--- src/design/l2nv_pkg.sv ---
// Package: shared constants, state encoding and register indexes for the L2 normalizer.
`timescale 1ns / 1ps
package l2nv_pkg;

	localparam int MAX_LENGTH_DEF  = 64;
	localparam int SAMPLE_BITS_DEF = 16;

	localparam int HL_W     = 7;   // head_length register width
	localparam int EPS_W    = 32;  // epsilon register width
	localparam int CFG_W    = 32;  // config write data width
	localparam int CFG_IDX_W = 2;
	localparam int OUT_W    = 16;  // Q1.14 result width
	localparam int SUM_W    = 63;  // square sum, saturates at 2^62
	localparam int QUO_W    = 57;  // floor(2^56 / S)
	localparam int RES_W    = 58;  // square root working register
	localparam int F_W      = 29;  // scale factor, at most 2^28
	localparam int OUT_SHIFT = 14;
	localparam logic [OUT_W-1:0] OUT_MAX = 16'd16384;
	localparam logic [63:0] SUM_CAP = 64'h4000_0000_0000_0000;
	localparam logic [HL_W-1:0]  HEAD_LENGTH_RST = 7'd64;
	localparam logic [EPS_W-1:0] EPSILON_RST     = 32'd17;

	typedef enum logic [CFG_IDX_W-1:0] {
		REG_HEAD_LENGTH = 2'd0,
		REG_EPSILON     = 2'd1
	} reg_idx_t;

	typedef enum logic [3:0] {
		ST_LOAD,
		ST_FLUSH,
		ST_PREP,
		ST_DIV,
		ST_SQINIT,
		ST_SQRT,
		ST_RD,
		ST_MUL,
		ST_RND,
		ST_OUT
	} state_t;

endpackage

--- src/design/l2_normalize_vector.sv ---
// L2 normalizer top level: element store, square accumulator, divide/root unit, output scaler.
// From the last sample beat of a group to the first result beat: 2 square stages,
//   1 setup, 57 divide steps, 1 root setup, 29 root steps, read, multiply, round; each
//   result then passes read, multiply, round and its beat, held while out_stall is high.
// Throughput: one sample beat per cycle while loading; no samples are taken from the end
//   of a group's load until its last result beat. Set by the bit-serial divider and root
//   and the single store read port. Reset: async active low; clears control, fill count, sum.
`timescale 1ns / 1ps
module l2_normalize_vector
	import l2nv_pkg::*;
#(
	parameter int MAX_LENGTH  = MAX_LENGTH_DEF,
	parameter int SAMPLE_BITS = SAMPLE_BITS_DEF
) (
	input  logic                   clk,
	input  logic                   arst_n,
	// configuration
	input  logic                   cfg_write,
	input  logic [CFG_IDX_W-1:0]   cfg_index,
	input  logic [CFG_W-1:0]       cfg_data,
	// sample channel
	input  logic                   in_valid,
	output logic                   in_stall,
	input  logic signed [SAMPLE_BITS-1:0] sample,
	// result channel
	output logic                   out_valid,
	input  logic                   out_stall,
	output logic signed [OUT_W-1:0] normalized,
	output logic                   last
);

	localparam int AW  = (MAX_LENGTH > 1) ? $clog2(MAX_LENGTH) : 1;
	localparam int CW  = $clog2(MAX_LENGTH + 1);
	localparam int PW  = SAMPLE_BITS + F_W;
	localparam logic [HL_W-1:0] MAX_LEN = HL_W'(MAX_LENGTH);

	state_t state_q, state_d;

	// config registers
	logic [HL_W-1:0]  head_length_q;
	logic [EPS_W-1:0] epsilon_q;

	// load path
	logic [CW-1:0]          fill_q;
	logic [HL_W-1:0]        grp_len;
	logic                   in_acc;
	logic                   grp_done;
	logic [SAMPLE_BITS-1:0] mag_s1;
	logic                   v_s1, done_s1;
	logic [2*SAMPLE_BITS-1:0] sq_s2;
	logic                   v_s2, done_s2;
	logic [SUM_W-1:0]       sum_q;
	logic [63:0]            sq64, sum64, sum_next;

	// divide / root
	logic [SUM_W-1:0] s_q;
	logic             zero_q;
	logic [63:0]      s_sum;
	logic [5:0]       cnt_q;
	logic [SUM_W-1:0] rem_q;
	logic [63:0]      trial;
	logic [QUO_W-1:0] quo_q;
	logic [QUO_W-1:0] n_q;
	logic [RES_W-1:0] res_q;
	logic [QUO_W-1:0] bit_q;
	logic [RES_W-1:0] rb;

	// emit path
	logic [CW-1:0]          k_q;
	logic [SAMPLE_BITS-1:0] rd_data_q;
	logic                   neg_q;
	logic [PW-1:0]          prod_q;
	logic [F_W-1:0]         factor;
	logic [SAMPLE_BITS-1:0] rd_mag;
	logic [PW:0]            rnd;
	logic [OUT_W-1:0]       mag_out;
	logic signed [OUT_W-1:0] norm_q;
	logic                   last_q;
	logic                   out_acc;

	logic [SAMPLE_BITS-1:0] store_mem [MAX_LENGTH];

	// ---------------- configuration ----------------
	always_ff @(posedge clk or negedge arst_n) begin
		if (!arst_n) begin
			head_length_q <= HEAD_LENGTH_RST;
			epsilon_q     <= EPSILON_RST;
		end else if (cfg_write) begin
			case (cfg_index)
				REG_HEAD_LENGTH: head_length_q <= cfg_data[HL_W-1:0];
				REG_EPSILON:     epsilon_q     <= cfg_data[EPS_W-1:0];
				default: ;
			endcase
		end
	end

	// effective length: zero acts as one, above depth clamps to depth
	always_comb begin
		if (head_length_q == '0)
			grp_len = HL_W'(1);
		else if (head_length_q > MAX_LEN)
			grp_len = MAX_LEN;
		else
			grp_len = head_length_q;
	end

	assign in_acc   = in_valid && !in_stall;
	assign out_acc  = out_valid && !out_stall;
	assign grp_done = (HL_W'(fill_q) + HL_W'(1)) >= grp_len;

	// ---------------- state machine ----------------
	always_comb begin
		state_d = state_q;
		case (state_q)
			ST_LOAD:   if (in_acc && grp_done) state_d = ST_FLUSH;
			ST_FLUSH:  if (v_s2 && done_s2) state_d = ST_PREP;
			ST_PREP:   state_d = ST_DIV;
			ST_DIV:    if (cnt_q == '0) state_d = ST_SQINIT;
			ST_SQINIT: state_d = ST_SQRT;
			ST_SQRT:   if (bit_q[0]) state_d = ST_RD;
			ST_RD:     state_d = ST_MUL;
			ST_MUL:    state_d = ST_RND;
			ST_RND:    state_d = ST_OUT;
			ST_OUT: begin
				if (out_acc)
					state_d = last_q ? ST_LOAD : ST_RD;
			end
			default:   state_d = ST_LOAD;
		endcase
	end

	always_comb begin
		in_stall  = (state_q != ST_LOAD);
		out_valid = (state_q == ST_OUT);
	end

	always_ff @(posedge clk or negedge arst_n) begin
		if (!arst_n)
			state_q <= ST_LOAD;
		else
			state_q <= state_d;
	end

	// ---------------- element store ----------------
	always_ff @(posedge clk) begin
		if (in_acc)
			store_mem[fill_q[AW-1:0]] <= sample;
	end

	always_ff @(posedge clk) begin
		if (state_q == ST_RD)
			rd_data_q <= store_mem[k_q[AW-1:0]];
	end

	// ---------------- square accumulate pipeline ----------------
	always_ff @(posedge clk or negedge arst_n) begin
		if (!arst_n) begin
			v_s1    <= 1'b0;
			done_s1 <= 1'b0;
			v_s2    <= 1'b0;
			done_s2 <= 1'b0;
			fill_q  <= '0;
			sum_q   <= '0;
		end else begin
			v_s1    <= in_acc;
			done_s1 <= in_acc && grp_done;
			v_s2    <= v_s1;
			done_s2 <= done_s1;
			if (in_acc)
				fill_q <= fill_q + CW'(1);
			else if (state_q == ST_OUT && out_acc && last_q)
				fill_q <= '0;
			if (v_s2)
				sum_q <= sum_next[SUM_W-1:0];
			else if (state_q == ST_OUT && out_acc && last_q)
				sum_q <= '0;
		end
	end

	always_ff @(posedge clk) begin
		if (in_acc)
			mag_s1 <= sample[SAMPLE_BITS-1] ? SAMPLE_BITS'(-sample) : SAMPLE_BITS'(sample);
		if (v_s1)
			sq_s2 <= mag_s1 * mag_s1;
	end

	// saturating add at 2^62
	always_comb begin
		sq64  = 64'(sq_s2);
		sum64 = 64'(sum_q);
		if (sum64 > (SUM_CAP - sq64))
			sum_next = SUM_CAP;
		else
			sum_next = sum64 + sq64;
	end

	// ---------------- S, divider, root ----------------
	assign s_sum = 64'(sum_q) + 64'(epsilon_q);
	assign trial = {rem_q, (cnt_q == 6'd56)};
	assign rb    = res_q + RES_W'(bit_q);

	always_ff @(posedge clk) begin
		case (state_q)
			ST_PREP: begin
				s_q    <= (s_sum > SUM_CAP) ? SUM_CAP[SUM_W-1:0] : s_sum[SUM_W-1:0];
				zero_q <= (s_sum == 64'd0);
				rem_q  <= '0;
				quo_q  <= '0;
				cnt_q  <= 6'd56;
			end
			ST_DIV: begin
				if (trial >= 64'(s_q)) begin
					rem_q <= SUM_W'(trial - 64'(s_q));
					quo_q <= {quo_q[QUO_W-2:0], 1'b1};
				end else begin
					rem_q <= trial[SUM_W-1:0];
					quo_q <= {quo_q[QUO_W-2:0], 1'b0};
				end
				cnt_q <= cnt_q - 6'd1;
			end
			ST_SQINIT: begin
				n_q   <= quo_q;
				res_q <= '0;
				bit_q <= {1'b1, {(QUO_W-1){1'b0}}};
				k_q   <= '0;
			end
			ST_SQRT: begin
				if (RES_W'(n_q) >= rb) begin
					n_q   <= QUO_W'(RES_W'(n_q) - rb);
					res_q <= (res_q >> 1) + RES_W'(bit_q);
				end else begin
					res_q <= res_q >> 1;
				end
				bit_q <= bit_q >> 2;
			end
			ST_OUT: begin
				if (out_acc)
					k_q <= k_q + CW'(1);
			end
			default: ;
		endcase
	end

	// ---------------- scale, round, saturate ----------------
	assign factor  = zero_q ? '0 : res_q[F_W-1:0];
	assign rd_mag  = rd_data_q[SAMPLE_BITS-1] ? SAMPLE_BITS'(-rd_data_q) : rd_data_q;
	assign rnd     = ((PW+1)'(prod_q) + (PW+1)'(1 << (OUT_SHIFT-1))) >> OUT_SHIFT;
	assign mag_out = (rnd > (PW+1)'(OUT_MAX)) ? OUT_MAX : rnd[OUT_W-1:0];

	always_ff @(posedge clk) begin
		if (state_q == ST_MUL) begin
			prod_q <= PW'(rd_mag) * PW'(factor);
			neg_q  <= rd_data_q[SAMPLE_BITS-1];
		end
		if (state_q == ST_RND) begin
			norm_q <= neg_q ? -$signed(mag_out) : $signed(mag_out);
			last_q <= (k_q + CW'(1)) == fill_q;
		end
	end

	assign normalized = norm_q;
	assign last       = last_q;

endmodule

--- config.mk ---
export PLATFORM = sky130hd
export DESIGN_NAME = l2_normalize_vector
export DESIGN_NICKNAME = d
export VERILOG_FILES = /design/src/design/l2nv_pkg.sv /design/src/design/l2_normalize_vector.sv
export SDC_FILE = /design/constraint.sdc
export NUM_CORES = 2
export LEC_CHECK = 0
export ABC_AREA = 1
export ABC_CLOCK_PERIOD_IN_PS = 9150
export BUFFER_PORTS_ARGS = -buffer_cell sky130_fd_sc_hd__clkbuf_2
export CORE_MARGIN = 2
export CORE_UTILIZATION = 32
export DETAILED_ROUTE_END_ITERATION = 16
export PLACE_DENSITY = 0.59
export SETUP_SLACK_MARGIN = 0.02
export SYNTH_ARGS = -nofsm -noshare
export SYNTH_HDL_FRONTEND = slang
export SYNTH_SLANG_ARGS = --single-unit
--- constraint.sdc ---
create_clock -name clk -period 9.15 [get_ports clk]
set_input_delay 0.4575 -clock clk [delete_from_list [all_inputs] [get_ports clk]]
set_output_delay 0.4575 -clock clk [all_outputs]
set_load 0.01 [all_outputs]
* Yosys cells after proc, flatten, opt, wreduce, memory -nomap -nowiden
Memories as Yosys holds them, arrays and structs flattened. A register that Yosys moved wholly into a read port is not among the register bits.
Index checks and enable logic that the tools add are counted.
Widths: inputs -> output; s select.
** Word-level totals
- RAM bits :: 1024
- Bits of input ports :: 55
- Output and inout bits :: 19
- ROM bits :: 0
- Register bits :: 597
- Memories :: 1
- Bits in latches :: 0
** Memory list
- store_mem :: words 64, width 16, rd ports 1, clocked after memory_dff 1, write ports 1, line l2_normalize_vector.sv:81 : logic [SAMPLE_BITS-1:0] store_mem [MAX_LENGTH];
** Operators by class
- Shifts and indexed selects :: 0
- Reductions and logical operators :: 24
- Equal/unequal tests :: 18
- Mux-type cells :: 33
- Div/mod/pow operators :: 0
- $mul :: 2
- Add/subtract/negate cells :: 14
- Order comparisons :: 7
- Bitwise gates (word level) :: 0
** Operators by type and width (number)
- $pmux 57 s2 :: 3
- $mux 63 :: 4
- $pmux 63 s2 :: 1
- $pmux 58 s2 :: 1
- $add 63x32->64 :: 1
- $ge 64x63->1 :: 1
- $gt 63x64->1 :: 1
- $gt 64x63->1 const B :: 1
- $logic_not 64->1 :: 1
- $sub 63x32->64 const A :: 1
- $add 63x32->63 :: 1
- $sub 63x63->63 :: 1
- $add 57x57->58 :: 1
- $add 58x57->58 :: 1
- $ge 57x58->1 :: 1
- $mux 58 :: 1
- $mux 57 :: 1
- $sub 57x57->57 :: 1
- $mux 16 :: 3
- $neg 16->16 :: 3
- $add 45x14->46 const B :: 1
- $mul 16x29->45 :: 1
- $pmux 4 s10 :: 1
- $mux 7 :: 5
- other kinds (32) :: 61

* Logic depth before layout (Yosys ltp)
- Depth in word-level cells :: 7
- Depth in mapped cells :: 37
- Depth with buffers taken out :: 36

* Worst setup path before layout
No wires, ideal clock.
- Path kind :: reg-to-reg
- From :: register state_q[2]
- To :: register s_q[0] (enable)
- Stages on the path, launching flop included :: 6
- Required time :: 8.663 ns
- Data arrival time :: 9.131 ns
- Path slack :: -0.468 ns
- Library setup time :: 0.487 ns
- Cells stage by stage :: dfrtp_1 -> nor2_1 -> inv_1 -> nor2_1 -> inv_1 -> nor2_1
** Between the ends
- Word-level cells in the longest chain between the ends :: 1
** RTL lines
- start, declared :: line l2_normalize_vector.sv:37 : state_t state_q, state_d;
- start signal, assigned :: line l2_normalize_vector.sv:141 : state_q <= state_d;
- $eq 4x2->1 :: line l2_normalize_vector.sv:203 : case (state_q)
- end signal, assigned :: line l2_normalize_vector.sv:205 : s_q <= (s_sum > SUM_CAP) ? SUM_CAP[SUM_W-1:0] : s_sum[SUM_W-1:0];
- end, declared :: line l2_normalize_vector.sv:56 : logic [SUM_W-1:0] s_q;
No other way between the ends.
A chain may end at the register's enable or synchronous reset.

* Worst setup path in the final report
- From :: register rd_data_q[0], read port of store_mem
- To :: register prod_q[36], data pin
** Between the ends
- Word-level cells in the longest chain between the ends :: 3
** RTL lines
- start, declared :: line l2_normalize_vector.sv:70 : logic [SAMPLE_BITS-1:0] rd_data_q;
- $neg 16->16 :: line l2_normalize_vector.sv:246 : assign rd_mag = rd_data_q[SAMPLE_BITS-1] ? SAMPLE_BITS'(-rd_data_q) : rd_data_q;
- $mux 16 * :: line l2_normalize_vector.sv:246
- $mul 16x29->45 * :: line l2_normalize_vector.sv:252 : prod_q <= PW'(rd_mag) * PW'(factor);
- end signal, assigned :: line l2_normalize_vector.sv:252
- end, declared :: line l2_normalize_vector.sv:72 : logic [PW-1:0] prod_q;
Mark *: on every way between the ends. The rest lies on a longest branch, timed or not.

==> results.txt <==
- The largest single stage delay on the critical path is 550 ps.
- Fin Clk Skew: 107 ps
- Worst min-delay path startpoint: cfg_data[8]
* Die extent in y: 582 um
- In this run the static leakage power is 47.9 nW.
- Endpoint of the lowest-slack register-to-register path: prod_q[36]$_DFFE_PP_
- Site row count: 212
- The via count of the first global-routing pass was 81000.
- The floorplan step defined a die boundary enclosing ~0.34 sq mm.
* Library cell with the largest summed area after synthesis: sky130_fd_sc_hd__edfxtp_1
* TritonCTS sink count: 1595
* Remaining Overflow, GRT: 0
* Min-Delay Path Class: in -> reg
* Maximum Capacitance Violations: 0
* RSZ-0062 raised after global routing: false
* Length of routed met2 wiring: 147000 um
- Largest net degree at the start of global routing: approximately 170
- Synthesis instantiated 72 different standard cells from the library.
- Sequential fraction of the synthesis area: 44.3%
- The number of cells on the worst reg-to-reg path is 34.
- The final count of pins violating max slew is 0.
* CTS clock-pin slew for the worst setup and hold paths: about 70 ps
* Core region area: 0.333 sq mm
- Starting density of the core: 32.1%
- Remaining routing DRC violations: 0
* Share of cells above drive strength 1: 5.32%
- Critical Path AT: 9010 ps
- The number of antenna violations at the first check in global routing came to 14.
- Summed over all layers, the routed wires come to 322000 um.
* Mapped Nets: 12900
- Async set or reset register ratio after synthesis: between 7 and 8%
* I/O Buffers: 73
* Clock tree from TritonCTS: built
- Number of primary I/O pins: between 70 and 80
- STA classifies the critical path startpoint as a flop.
- The startpoint identified for the worst register-to-register timing path is rd_data_q[0]$_DFFE_PP_.
* Routed metal-1 wirelength: 146000 um
- Among all stages on the critical path, the largest delay is contributed by sky130_fd_sc_hd__fa_1.
- In the finished design, the share of the clock period the worst path needs comes to 92.3%.
- Setup violations remaining at the end of the flow were counted as 0.
* Headroom to the max-slew limit: 22.7%
- After filler insertion, the fill cell instance count of the layout stands at 33800.
- Clock latency on the worst-skew pair, taken at its later pin, is 900 ps.
- FF+latch count, synth: around 1600
- Number of DRC markers in iteration 0: approximately 7300
* Largest buffer count on any clock path: 4
* Power per unit of standard cell area: 382 mW/mm^2
- Counting instances, the worst hold path has a depth of 2.
- In the final routed layout, each cell accounts on average for 19.8 um.
* Top routing layer in use: met4
- After technology mapping, the gate count stands at between 10000 and 15000.
- IR analysis of the VDD net gives a maximum drop of 0.000936 V.
- The area growth from synthesis to layout is 10.8%.
* Buffer count from post-CTS setup fixing: 0
- Horiz. Die Dim: between 500 and 600 um
- The first global-routing pass estimated 491000 um of wire.
- Most used cell, CP: sky130_fd_sc_hd__inv_1
* Most area-consuming cells after synthesis: sky130_fd_sc_hd__edfxtp_1 42%, sky130_fd_sc_hd__fa_1 10%, sky130_fd_sc_hd__nand2_1 6.6%
- The number of hold-slack violations in the final timing report was 0.
* H-tree depth: 4
* Overall global routing resource usage: 18.6%
* Cell chosen for the clock root: sky130_fd_sc_hd__clkbuf_16
- By startpoint and endpoint, the worst setup path is classified as reg -> reg.
- For the pin with the worst max-slew slack, the measured transition is roughly 1100 ps.
- The cell area that synthesis handed to floorplanning was roughly 0.11 sq mm.
- Counting flops with a built-in enable in the synthesized netlist gives 1478.
- Post-CTS repair changed the size of 0 cells.
* Final worst hold slack: approximately 65 ps
- Top FF cell, synth: sky130_fd_sc_hd__edfxtp_1
- The average instance in the mapped netlist occupies 9.11 sq um.
* Worst reg2reg setup slack: 710 ps
* Crit Path Max Fanout: 21
- Antenna Nets Post-Route: 0
* Vias after detailed routing: about 84000
- Number of nets at the end of the flow: 12900
* Top cell types by occurrence after synthesis: 1884 x sky130_fd_sc_hd__nand2_1, 1633 x sky130_fd_sc_hd__nor2_1, 1620 x sky130_fd_sc_hd__inv_1, 1478 x sky130_fd_sc_hd__edfxtp_1, 1045 x sky130_fd_sc_hd__o21ai_0
- TritonCTS Buffers: between 150 and 200
- Most used standard cell by instance count after synthesis: sky130_fd_sc_hd__nand2_1
- Total half-perimeter wirelength after legalization and detailed placement: 231000 um
- First drt pass iteration count: 6
* Met3 routed WL: 21900 um
* Outcome: finished, final reports clean
* Number of warnings printed during yosys synthesis: 0
- The worst setup path is captured at a flop.
- Via-per-instance ratio: 5.13
* Required time worst endpoint: about 9700 ps
- After routing, the total negative slack on setup checks comes to 0 ps.
- Based on the critical path, the design can be clocked at up to 118 MHz.
* Capture endpoint of the worst hold path: epsilon_q[8]$_DFFE_PN0P_
- Routability-driven placement finished with a final weighted congestion of slightly above 0.9.
- Min Tclk post-route: about 8400 ps
* Top cell type's share of synthesized area: between 40% and 50%
## worst max-delay path by stage
stage                            to  cells after the start                   start  slack [ps]
4_1_cts        prod_q[36]$_DFFE_PP_                     34  rd_data_q[0]$_DFFE_PP_         790
3_3_place_gp   prod_q[36]$_DFFE_PP_                     34  rd_data_q[0]$_DFFE_PP_         880
5_1_grt        prod_q[36]$_DFFE_PP_                     34  rd_data_q[0]$_DFFE_PP_         170
3_5_place_dp   prod_q[36]$_DFFE_PP_                     34  rd_data_q[0]$_DFFE_PP_         780
6_report       prod_q[36]$_DFFE_PP_                     34  rd_data_q[0]$_DFFE_PP_         710
2_1_floorplan  prod_q[36]$_DFFE_PP_                     34  rd_data_q[0]$_DFFE_PP_        1690
## registers in the layout (all words and copies together) (netlist names), 57 cells and up
signal     flops
s_q           63
quo_q         57
res_q         58
n_q           57
rem_q         63
store_mem   1024
sum_q         63
## stage by stage
| step | cells | util (%) | total power [mW] | instance area, sq um | setup WS [ps] |
|---|---|---|---|---|---|
| 2_1_floorplan | 11700 | - | 31.3 | 107000 | 1690 |
| 3_3_place_gp | 16000 | 33.9 | 38.2 | 113000 | 879 |
| 3_5_place_dp | 16000 | 33.9 | 38.3 | 113000 | 778 |
| 4_1_cts | 16300 | 35.6 | 45.5 | 118000 | 794 |
| 5_1_grt | 16300 | 35.6 | 49.9 | 118000 | 169 |
| 6_report | 16300 | 35.6 | 45.2 | 118000 | 706 |
## cell usage in the layout (no fill, tap or decap), types with 21 or more instances in the layout
| master | instances |
|---|---|
| sky130_fd_sc_hd__nand3_1 | 524 |
| sky130_fd_sc_hd__mux2_2 | 26 |
| sky130_fd_sc_hd__clkbuf_16 | 183 |
| sky130_fd_sc_hd__dlygate4sd3_1 | 24 |
| sky130_fd_sc_hd__clkinv_2 | 29 |
| sky130_fd_sc_hd__buf_4 | 178 |
| sky130_fd_sc_hd__o21a_1 | 33 |
| sky130_fd_sc_hd__a31oi_1 | 62 |
| sky130_fd_sc_hd__o21ai_0 | 1044 |
| sky130_fd_sc_hd__xnor2_1 | 174 |
| sky130_fd_sc_hd__nor3_1 | 101 |
| sky130_fd_sc_hd__a21o_1 | 39 |
| sky130_fd_sc_hd__o21bai_1 | 32 |
| sky130_fd_sc_hd__nor2_2 | 24 |
| sky130_fd_sc_hd__inv_1 | 1618 |
| sky130_fd_sc_hd__nand4_1 | 113 |
| sky130_fd_sc_hd__nand2_1 | 1883 |
| sky130_fd_sc_hd__o21ai_1 | 30 |
| sky130_fd_sc_hd__nor2_1 | 1613 |
| sky130_fd_sc_hd__nor4_1 | 38 |
| sky130_fd_sc_hd__nand3b_1 | 21 |
| sky130_fd_sc_hd__xor2_1 | 185 |
| sky130_fd_sc_hd__clkinv_1 | 38 |
| sky130_fd_sc_hd__ha_1 | 537 |
| sky130_fd_sc_hd__or2_2 | 24 |
| sky130_fd_sc_hd__a21oi_1 | 593 |
| sky130_fd_sc_hd__clkbuf_1 | 47 |
| sky130_fd_sc_hd__edfxtp_1 | 1478 |
| sky130_fd_sc_hd__clkbuf_2 | 72 |
| sky130_fd_sc_hd__o221ai_1 | 257 |
| sky130_fd_sc_hd__dfrtp_1 | 114 |
| sky130_fd_sc_hd__fa_1 | 542 |
## metal layers
| metal | vias to the layer above | GRT usage [%] |
|---|---|---|
| met3 | 396 | 2.76 |
| met1 | 40900 | 26.2 |
| met5 | - | 0 |
| met2 | 2636 | 30.0 |
| li1 | 39600 | - |
| met4 | 0 | 4.50 |
## power by group
group          internal (mW)  total, mW  switching (mW)
registers               9.96       10.7           0.774
logic                   10.0       27.5            17.5
clock network           3.97       6.95            2.98
## cell type report
type	count	area [sq um]	share of cell area (%)
multi-input cells	8069	51900	43.8
flip-flops and latches	1595	47300	40.0
inverters	1645	6190	5.23
well taps	4387	5490	4.64
clock buffers	233	4800	4.05
repair buffers	281	2070	1.75
clock inverters	80	687	0.580
diodes	1	2.50	0.00211
## timing repair
| item | CTS | global route |
|---|---|---|
| hold endpoints to repair | 82 | 0 |
| setup endpoints to repair | 0 | 0 |
| hold buffers | 24 | 0 |
## cell families after synthesis
group	count (synthesis)	share of synthesized area, %
AOI/OAI and AO/OA	2205	11.8
xor gates and xnor gates	361	2.96
adders and majority gates	1079	16.4
buffers and inverters	2064	7.29
DFF	1595	44.3
muxes	26	0.274
and+or+nand+nor	4398	16.9
## critical path: cells and delay by family, from the launching register on
| kind | cells | cell delay [ps] |
|---|---|---|
| AND/OR/NAND/NOR | 10 | 1220 |
| buffers and inverters | 9 | 1150 |
| AO/OA/AOI/OAI | 5 | 1200 |
| flip-flops | 1 | 390 |
| XOR/XNOR | 2 | 550 |
| adder cells (fa/ha/maj) | 8 | 3710 |
Power figures use the tool's default switching activity.
